File: src/rtl/fxa_pkg.sv
// Shared types and opcodes for the Q-format fixed-point ALU.
// No dependencies.
package fxa_pkg;

  localparam int unsigned W = 32;

  typedef enum logic [3:0] {
    OP_ADD  = 4'd0,  OP_SUB  = 4'd1,  OP_MUL  = 4'd2,  OP_DIV  = 4'd3,
    OP_GT   = 4'd4,  OP_LT   = 4'd5,  OP_GE   = 4'd6,  OP_LE   = 4'd7,
    OP_EQ   = 4'd8,  OP_NE   = 4'd9,  OP_MIN  = 4'd10, OP_MAX  = 4'd11,
    OP_INC  = 4'd12, OP_DEC  = 4'd13, OP_FINT = 4'd14, OP_TINT = 4'd15
  } op_t;

  // Item moving down the divider chain
  typedef struct packed {
    logic            valid;
    logic            is_div;
    logic            neg;
    logic            dz;
    logic [63:0]     rem;
    logic [63:0]     num;
    logic [W-1:0]    den;
    logic [W-1:0]    res;
    logic            cmp;
  } lane_t;

endpackage

File: src/rtl/fxa_cell.sv
// One restoring-division cell: retires BITS quotient bits per cycle while en is high.
// Depends on fxa_pkg.
module fxa_cell #(
  parameter int BITS = 2
) (
  input  logic            clk,
  input  logic            rst,
  input  logic            en,
  input  fxa_pkg::lane_t  din,
  output fxa_pkg::lane_t  dout
);

  fxa_pkg::lane_t nxt;

  // Shift in dividend bits and subtract the divisor where it fits
  always_comb begin
    logic [64:0] trial;
    nxt = din;
    for (int i = 0; i < BITS; i++) begin
      trial = {nxt.rem, nxt.num[63]} - {33'd0, nxt.den};
      if (!trial[64]) begin
        nxt.rem = trial[63:0];
      end else begin
        nxt.rem = {nxt.rem[62:0], nxt.num[63]};
      end
      nxt.num = {nxt.num[62:0], ~trial[64]};
    end
  end

  // Advance when the chain moves
  always_ff @(posedge clk) begin
    if (rst) begin
      dout.valid <= 1'b0;
    end else if (en) begin
      dout <= nxt;
    end
  end

endmodule

File: config.mk
export PLATFORM = sky130hd
export DESIGN_NAME = fxa_cell
export DESIGN_NICKNAME = d
export VERILOG_FILES = /design/src/rtl/fxa_pkg.sv /design/src/rtl/fxa_cell.sv
export SDC_FILE = /design/constraint.sdc
export NUM_CORES = 1
export LEC_CHECK = 0
export BUFFER_PORTS_ARGS = -buffer_cell sky130_fd_sc_hd__buf_2
export CAP_MARGIN = 20
export CORE_AREA = 2 2 153 155
export CTS_BUF_LIST = sky130_fd_sc_hd__clkbuf_2 sky130_fd_sc_hd__clkbuf_4 sky130_fd_sc_hd__clkbuf_8
export CTS_CLUSTER_SIZE = 16
export DETAILED_ROUTE_END_ITERATION = 7
export DIE_AREA = 0 0 155 157
export PLACE_DENSITY = 0.84
export SYNTH_ARGS = -nofsm -noshare
export SYNTH_HDL_FRONTEND = slang
export SYNTH_SLANG_ARGS = --single-unit
export TNS_END_PERCENT = 50
File: constraint.sdc
create_clock -name clk -period 22.6 [get_ports clk]
set_input_delay 1.13 -clock clk [delete_from_list [all_inputs] [get_ports clk]]
set_output_delay 1.13 -clock clk [all_outputs]
set_load 0.01 [all_outputs]
==> metrics.txt, run 1 <==
status finished clean; Final Slew Violations 0; max reg flops 197; drt total wl 35,930 um; clock power share 25.6%; setup TNS 0 ns; vias in the first global route 10,030; Die Area 24,340 um^2; WHS 0.5101 ns; pwr dens 64.90 nW/um^2; Sw Share 33.78%; Max Buffers Root-to-Sink 2; fin util 65.66%; Rows 55; Reg power frac 46.4%; leakage 6.146 nW; GRT Overall Usage 28.34%; CP max FO 62; Setup crit start kind primary input; internal power 0.0006350 W; Yosys Warn Count 0; Die Y 157 um; CTS clock-pin slew for the worst setup and hold paths 0.12 ns; # H-tree levels 4; most flop-heavy register dout; Placed Cells incl. Taps 1,776; Comb pwr share 28.0%; GR Overflow Total 0; WP data required 22.84 ns; Worst Setup End Kind register; drt initial violations 982; layout cells sized above 1 30.53%; Synth Net Count 1,389; Post-CTS Resized 0; min-delay worst type register to register; critical path class primary input to register; Psw 0.0003239 W; area of the core 22,500 um^2; asr flop ratio synth 0%; worst skew pair latency 0.48 ns; chip width 155 um; io pins 397; routability cong. 0.9550; RSZ-0062 raised after global routing false; hold buffer count at cts 0; largest net degree at the start of global routing 79; met3 Use GR 5.396%; FF-to-FF path depth 2; Cell Count, Final, Fillers Out 1,812; post-DP HPWL 28,340 um; Synth-to-Final Area Change 22.16%; Vias/cell 5.838; via count 10,580; Final ANT Viol Nets 0; met1 usage 35.57%; WHS Path Cells 2; clk root buf clkbuf_8; Netlist Area Pre-Place 12,100 um^2; first-pass GRT wire length 53,450 um; count of different cell masters after synthesis 83; normalized max-slew margin 30.72%; TritonCTS buffer count 17; count leader, synth edfxtp_1; Setup Fix Bufs, Post-CTS 0; Largest regs dout (197); Clock Sinks 197; crit path DAT 9.52 ns; per-cell routed wire length 19.83 um; grt peak-use layer met2; Tot Pwr 0.0009589 W; setup violators final 0; worst clock skew 0 ns; # nets final 1,776; Worst-Margin Slew 1.037 ns; Mapped Cells 1,123; #FFs+latches synth 197; Final Hold Viols 0; initial core utilization 53.75%; EDFF count, synth 196; First-pass DRT Iterations 6; routing usage on met2 49.10%; Max Cap Viol 0; initial antenna violation count 5; Seq/Total Area, Yosys 48.83%; worst vdd ir 33.50 uV; main flop type after synthesis edfxtp_1; CTS tree yes; fmax 107.8 MHz; Synth area leaders edfxtp_1 (49%), ha_1 (6.6%), xnor2_1 (4.8%); DRC violations left 0; share of the clock period used by the worst path 41.05%; Yosys top cell by area edfxtp_1; min Tclk post-route 9.278 ns; Avg Cell Area, Syn 10.77 um^2; area share of the largest cell type after synthesis 48.66%; Buffers on Ports 396; Commonest cells post-synth edfxtp_1 (196), nand2_1 (122), a21oi_1 (77), o21ai_0 (73), xnor2_1 (66)
[path summary, 6_finish.rpt]
kind              slack [ns]         to  startpoint
hold / removal          0.51  dout[196]   dout[196]
hold reg to reg         0.51  dout[196]   dout[196]
setup / recovery       13.32  dout[132]    din[128]
setup reg to reg       22.02  dout[196]   dout[196]
[critical path, cell delays in order]
cell	delay, ns
buf_2	0.11
inv_1	0.05
ha_1	0.14
inv_1	0.05
fa_1	0.42
a211oi_1	0.29
o211ai_1	0.14
a211oi_1	0.34
nor3_1	0.14
or4_1	0.62
nand2_2	0.14
buf_4	0.47
nor2_1	0.09
a21oi_1	0.28
fa_1	0.28
nor2b_1	0.08
o31a_1	0.28
o32ai_1	0.48
o21ai_0	0.42
a311o_1	0.46
nand3_1	0.15
a21boi_0	0.10
o21a_1	0.18
or2_2	0.33
nor3_2	0.63
a21oi_2	0.34
nor2_4	0.86
mux2_2	0.42
[layout make-up]
class,instances,area (um^2)
timing repair buffer,400,2012
multi-input combinational,840,5846
clock inverter,15,209.0
fill,1846,7727
tap,285,356.6
clock buffer,17,234.0
inverter,54,202.7
sequential,197,5906
antenna,4,10.01
[metrics by stage]
step / setup slack (ns) / area (um^2)
final: 13.32 / 14780
after global routing: 12.82 / 14780
after CTS: 13.45 / 14770
after detailed placement: 12.95 / 14320
after global placement: 13.16 / 14320
after floorplan: 12.01 / 12100
[layout by cell type (no fill, tap or decap), drive strengths merged, types with 9 or more instances in the layout]
master	n
edfxtp	196
nor2	50
a211oi	14
o21ai	74
nor3	27
mux2	31
inv	58
clkinv	11
a21o	26
buf	400
nor4	16
a21oi	78
o211ai	18
nand3	28
xor2	53
nor2b	9
ha	64
nand2b	10
nand2	123
or3	10
o21a	10
and3	10
clkbuf	17
xnor2	66
nand4	24
[per-layer routing]
metal,vias up,part of all wire (%)
met5,-,0.036
met4,2,3.2
met3,77,7.6
met2,512,49
met1,5005,40
li1,4983,-
[cell families (layout without fill, tap and decap cells)]
kind of cell | count (synthesis) | count (layout) | synth area share [%]
other | 0 | 4 | 0
XOR/XNOR | 119 | 119 | 8.617
AND/OR/NAND/NOR | 345 | 345 | 14.89
flip-flops | 197 | 197 | 48.83
multiplexers | 33 | 33 | 3.052
adder cells (fa/ha/maj) | 66 | 66 | 6.952
buffers and inverters | 86 | 486 | 2.907
AO/OA/AOI/OAI | 277 | 277 | 14.76
[power by group through the flow]
stage / Sequential, W / Combinational (W) / Clock [W]
2_1_floorplan: 0.000474 / 0.000157 / 0
3_3_place_gp: 0.000453 / 0.000258 / 0
3_5_place_dp: 0.000453 / 0.000264 / 0
4_1_cts: 0.000445 / 0.000266 / 0.000250
5_1_grt: 0.000448 / 0.000292 / 0.000262
6_report: 0.000445 / 0.000269 / 0.000245
No activity file was read; power rests on OpenSTA's default activity.
==> run 2, diff against run 1 <==
- CORE_AREA: 2 2 153 155 -> default
- CORE_UTILIZATION: default -> 53
- DIE_AREA: 0 0 155 157 -> default
- PLACE_DENSITY: 0.84 -> 0.83
- clock period: 22.6 -> 8.95 ns (I/O delays scaled with it)
==> run 2 against run 1 <==
- final cell count about the same
- via count up 2.1%
- sequential share of layout area down 0.12 points
==> metrics.txt, run 2 (synthesis results as in run 1) <==
First-pass DRT Iterations 6; vias in the first global route 10,270; Max Cap Viol 0; Final Slew Violations 0; pwr dens 164.0 nW/um^2; most frequent cells in the layout buf_2 (396), edfxtp_1 (196), nand2_1 (122); crit path DAT 7.99 ns; most common cell after layout, fill and taps aside buf_2; fmax 128.9 MHz; WHS 0.1292 ns; min-delay worst type primary input to register; Max Buffers Root-to-Sink 2; Clock Sinks 197; io pins 397; initial core utilization 54.75%; Die Area 23,430 um^2; Post-CTS Resized 0; area of the multi-input gates 5846 um^2; routability cong. 0.9699; Max stage delay on crit path 0.66 ns; via count 10,810; Vias/cell 5.960; GR Overflow Total 0; register area 5906 um^2; layout cells sized above 1 30.80%; largest net degree at the start of global routing 85; post-place setup slack 0.9180 ns; design area 14,820 um^2; Tot Pwr 0.002430 W; TritonCTS buffer count 17; critical path class primary input to register; # nets final 1,782; Setup Fix Bufs, Post-CTS 0; # H-tree levels 4; leakage 6.178 nW; CTS clock-pin slew for the worst setup and hold paths 0.13 ns; Buffers on Ports 396; initial antenna violation count 5; Synth-to-Final Area Change 22.54%; first-pass GRT wire length 56,710 um; Die Y 153.1 um; # fillers 1,765; Worst Slack Setup Final 1.195 ns; share of the clock period used by the worst path 86.65%; GRT Overall Usage 31.57%; WP data required 9.19 ns; status finished clean; normalized max-slew margin 28.25%; worst vdd ir 94.06 uV; RSZ-0062 raised after global routing false; Setup crit start kind primary input; Final ANT Viol Nets 0; Worst-Margin Slew 1.076 ns; worst skew pair latency 0.48 ns; CTS tree yes; per-cell routed wire length 20.79 um; worst clock skew 0 ns; Final Hold Viols 0; setup TNS 0 ns; drt total wl 37,690 um; max reg flops 197; Worst Setup End Kind register; most flop-heavy register dout; drt initial violations 1,104; post-DP HPWL 29,810 um; Largest regs dout (197); Rows 54; Placed Area 14,390 um^2; clk root buf clkbuf_8; chip width 153.1 um; min Tclk post-route 7.755 ns; CP max FO 23; setup violators final 0; hold buffer count at cts 0; area of the core 22,090 um^2; CP max stage cell or4_1; DRC violations left 0
[run 2: cell types whose count changed in the layout (fill, tap and decap cells not counted), sizes merged]
| cell | previous run | this run |
|---|---|---|
| buf | 400 | 406 |
| clkbuf | 17 | 18 |
| clkinv | 11 | 8 |
| inv | 58 | 60 |
[run 2: report_power, final]
part / leakage, nW / internal [W] / switching [W]
sequential: 1.85 / 0.00111 / 0.0000198
combinational: 4.12 / 0.000284 / 0.000418
clock: 0.211 / 0.000224 / 0.000380
[run 2: layer usage]
layer,global-route usage (%),part of all wire [%]
met5,0,0.034
met4,14.29,4.1
met3,5.189,7.9
met2,53.06,48
met1,40.06,40
[run 2: path summary, 6_finish.rpt]
kind,start,end,slack [ns],depth (start not counted)
setup / recovery,din[128],dout[188],1.19,28
hold / removal,din[74],dout[76],0.13,1
setup reg to reg,dout[196],dout[196],8.28,2
hold reg to reg,dout[196],dout[196],0.60,2
[run 2: final cells by class]
| type | instances | share of cell area, % |
|---|---|---|
| inverters | 54 | 1.368 |
| clock buffers | 18 | 1.671 |
| clock inverters | 14 | 1.199 |
| well taps | 280 | 2.364 |
| diodes | 4 | 0.06753 |
| multi-input cells | 840 | 39.44 |
| flip-flops and latches | 197 | 39.84 |
| repair buffers | 406 | 14.05 |
[run 2: metrics by stage]
step / utilization (%) / instances
final: 67.09 / 1813
after global routing: 67.09 / 1813
after CTS: 67.04 / 1809
after floorplan: - / 1123
after detailed placement: 65.12 / 1777
after global placement: 65.12 / 1777
[run 2: critical path: cells and delay by family]
kind                     cells  cell delay (ns)
AO/OA/AOI/OAI               12             3.67
AND/OR/NAND/NOR              8             2.38
buffers and inverters        4             0.41
XOR/XNOR                     1             0.18
adder cells (fa/ha/maj)      3             0.89
==> run 3, diff against run 2 <==
- ABC_AREA: default -> 1
- CORE_UTILIZATION: 53 -> 45
- PLACE_DENSITY: 0.83 -> 0.7
- REMOVE_ABC_BUFFERS: default -> 1
==> run 3 against run 2 <==
- routed wire length grew 36%
- worst hold slack lost 0.032 ns
- largest cell class is now multi-input gates
- clock skew is the same
- via count grew 38%
- fmax grew 20%
==> metrics.txt, run 3 <==
status finished clean; register area 5906 um^2; Synth-to-Final Area Change 18.55%; Final Slew Violations 0; # fillers 3,287; Mapped Cells 2,132; Worst Slack Setup Final 2.501 ns; Seq/Total Area, Yosys 39.30%; chip width 184.7 um; layout cells sized above 1 20.61%; Worst Setup End Kind register; area share of the largest cell type after synthesis 39.17%; min-delay worst type primary input to register; hold buffer count at cts 0; post-synthesis simple-gate area fraction 35.86%; Max stage delay on crit path 0.48 ns; DRC violations left 0; crit path DAT 6.83 ns; GRT Overall Usage 30.28%; max reg flops 197; Yosys Warn Count 0; RSZ-0062 raised after global routing false; # H-tree levels 4; Crit path buffers/inverters 5; share of the clock period used by the worst path 72.06%; clock power share 23.7%; Clock Sinks 197; critical path class primary input to register; fmax 155.1 MHz; area of the multi-input gates 7655 um^2; CP max stage cell nand2_2; EDFF count, synth 196; largest net degree at the start of global routing 95; min Tclk post-route 6.449 ns; # nets final 2,790; clk root buf clkbuf_8; Avg Cell Area, Syn 7.048 um^2; pwr dens 145.7 nW/um^2; Vias/cell 4.985; first-pass GRT wire length 77,400 um; Netlist Area Pre-Place 15,030 um^2; Largest regs dout (197); TritonCTS buffer count 17; most common cell after layout, fill and taps aside nand2_1; largest family of logic cells by synthesized area simple AND/OR/NAND/NOR gates; CTS tree yes; io pins 397; xor/xnor cell area share of the yosys netlist 4.372%; Buffers on Ports 396; worst vdd ir 103.6 uV; Synth Area in Adders 5.596%; count of different cell masters after synthesis 44; internal power 0.001634 W; Comb pwr share 33.2%; area of the core 32,700 um^2; worst clock skew 0 ns; most frequent cells in the layout nand2_1 (864), buf_2 (396), inv_1 (325); Commonest cells post-synth nand2_1 (864), inv_1 (325), nor2_1 (207), edfxtp_1 (196), nand3_1 (87); Max Cap Viol 0; Post-CTS Resized 0; post-place setup slack 2.029 ns; First-pass DRT Iterations 5; drt total wl 51,330 um; Rows 66; main flop type after synthesis edfxtp_1; vias in the first global route 14,060; Reg power frac 43.1%; Final Hold Viols 0; per-cell routed wire length 17.21 um; initial core utilization 45.95%; Die Y 184.7 um; Die Area 34,130 um^2; Psw 0.0009618 W; routability cong. 0.9301; count leader, synth nand2_1; Sw Share 37.05%; normalized max-slew margin 32.59%; Compound-Gate Fraction of Synth Area 5.038%; setup violators final 0; most flop-heavy register dout; Synth area leaders edfxtp_1 (39%), nand2_1 (22%), inv_1 (8.1%); leakage 8.950 nW; CTS clock-pin slew for the worst setup and hold paths 0.12 ns; asr flop ratio synth 0%; Final ANT Viol Nets 0; post-DP HPWL 42,500 um; post-synthesis mux area share 0%; #FFs+latches synth 197; Crit path max-delay family simple AND/OR/NAND/NOR gates; initial antenna violation count 6; drt initial violations 1,196; Max Buffers Root-to-Sink 2; CP max FO 94; Setup Fix Bufs, Post-CTS 0; WP data required 9.33 ns; Worst-Margin Slew 1.011 ns; fin util 54.47%; GR Overflow Total 0; worst skew pair latency 0.50 ns; setup TNS 0 ns; Most Frequent Cell on Critical Path nand2_1; Yosys top cell by area edfxtp_1; via count 14,870; Setup crit start kind primary input
-- run 3: cell families (layout without fill, tap and decap cells) --
family                     count (synthesis)  in the layout
and+or+nand+nor                         1293           1293
adders and majority gates                 66             66
AOI/OAI and AO/OA                        139            139
xor gates and xnor gates                  75             75
other                                      0              4
buffers and inverters                    362            767
DFF                                      197            197
-- run 3: stage by stage --
step / power, W / hold WS [ns] / area (um^2) / cells
after floorplan: 0.001697 / 0.4766 / 14810 / 2105
after global placement: 0.001984 / 0.4451 / 17390 / 2947
after detailed placement: 0.001991 / 0.4563 / 17390 / 2947
after CTS: 0.002608 / 0.05811 / 17800 / 2979
after global routing: 0.002741 / 0.06108 / 17810 / 2982
final: 0.002596 / 0.09695 / 17810 / 2983
-- run 3: power groups by stage --
stage	clock, W	combinational, W	sequential (W)
after floorplan	0	0.000503	0.00119
after global placement	0	0.000844	0.00114
after detailed placement	0	0.000850	0.00114
after CTS	0.000634	0.000853	0.00112
after global routing	0.000658	0.000955	0.00113
final	0.000616	0.000861	0.00112
-- run 3: worst reg2reg max path, cell delays in order, from the launching register on --
cell,delay (ns)
dfxtp_1,0.35
nand2_1,0.05
a21oi_1,0.11
-- run 3: path summary, 6_finish.rpt --
| kind | start | endpoint | slack, ns | cells after the start |
|---|---|---|---|---|
| worst max register to register | dout[196] | dout[196] | 8.39 | 2 |
| worst min register to register | dout[196] | dout[196] | 0.47 | 2 |
| worst max-delay path | din[128] | dout[169] | 2.50 | 37 |
| worst min-delay path | din[93] | dout[95] | 0.1 | 1 |
-- run 3: metal layers --
| layer | GRT usage [%] | vias to the layer above | part of all wire (%) |
|---|---|---|---|
| met5 | 0 | - | 0.066 |
| met4 | 10.45 | 4 | 3.0 |
| met3 | 5.908 | 78 | 8.0 |
| met2 | 51.29 | 540 | 46 |
| met1 | 38.33 | 6764 | 42 |
| li1 | - | 7484 | - |
-- run 3: cell type report --
type | instances | share of cell area, %
Clock buffer | 19 | 1.398
Sequential cell | 197 | 33.15
Tap cell | 442 | 3.105
Clock inverter | 13 | 0.9201
Multi-Input combinational cell | 1573 | 42.97
Inverter | 335 | 7.101
Antenna cell | 4 | 0.05619
Timing Repair Buffer | 400 | 11.29
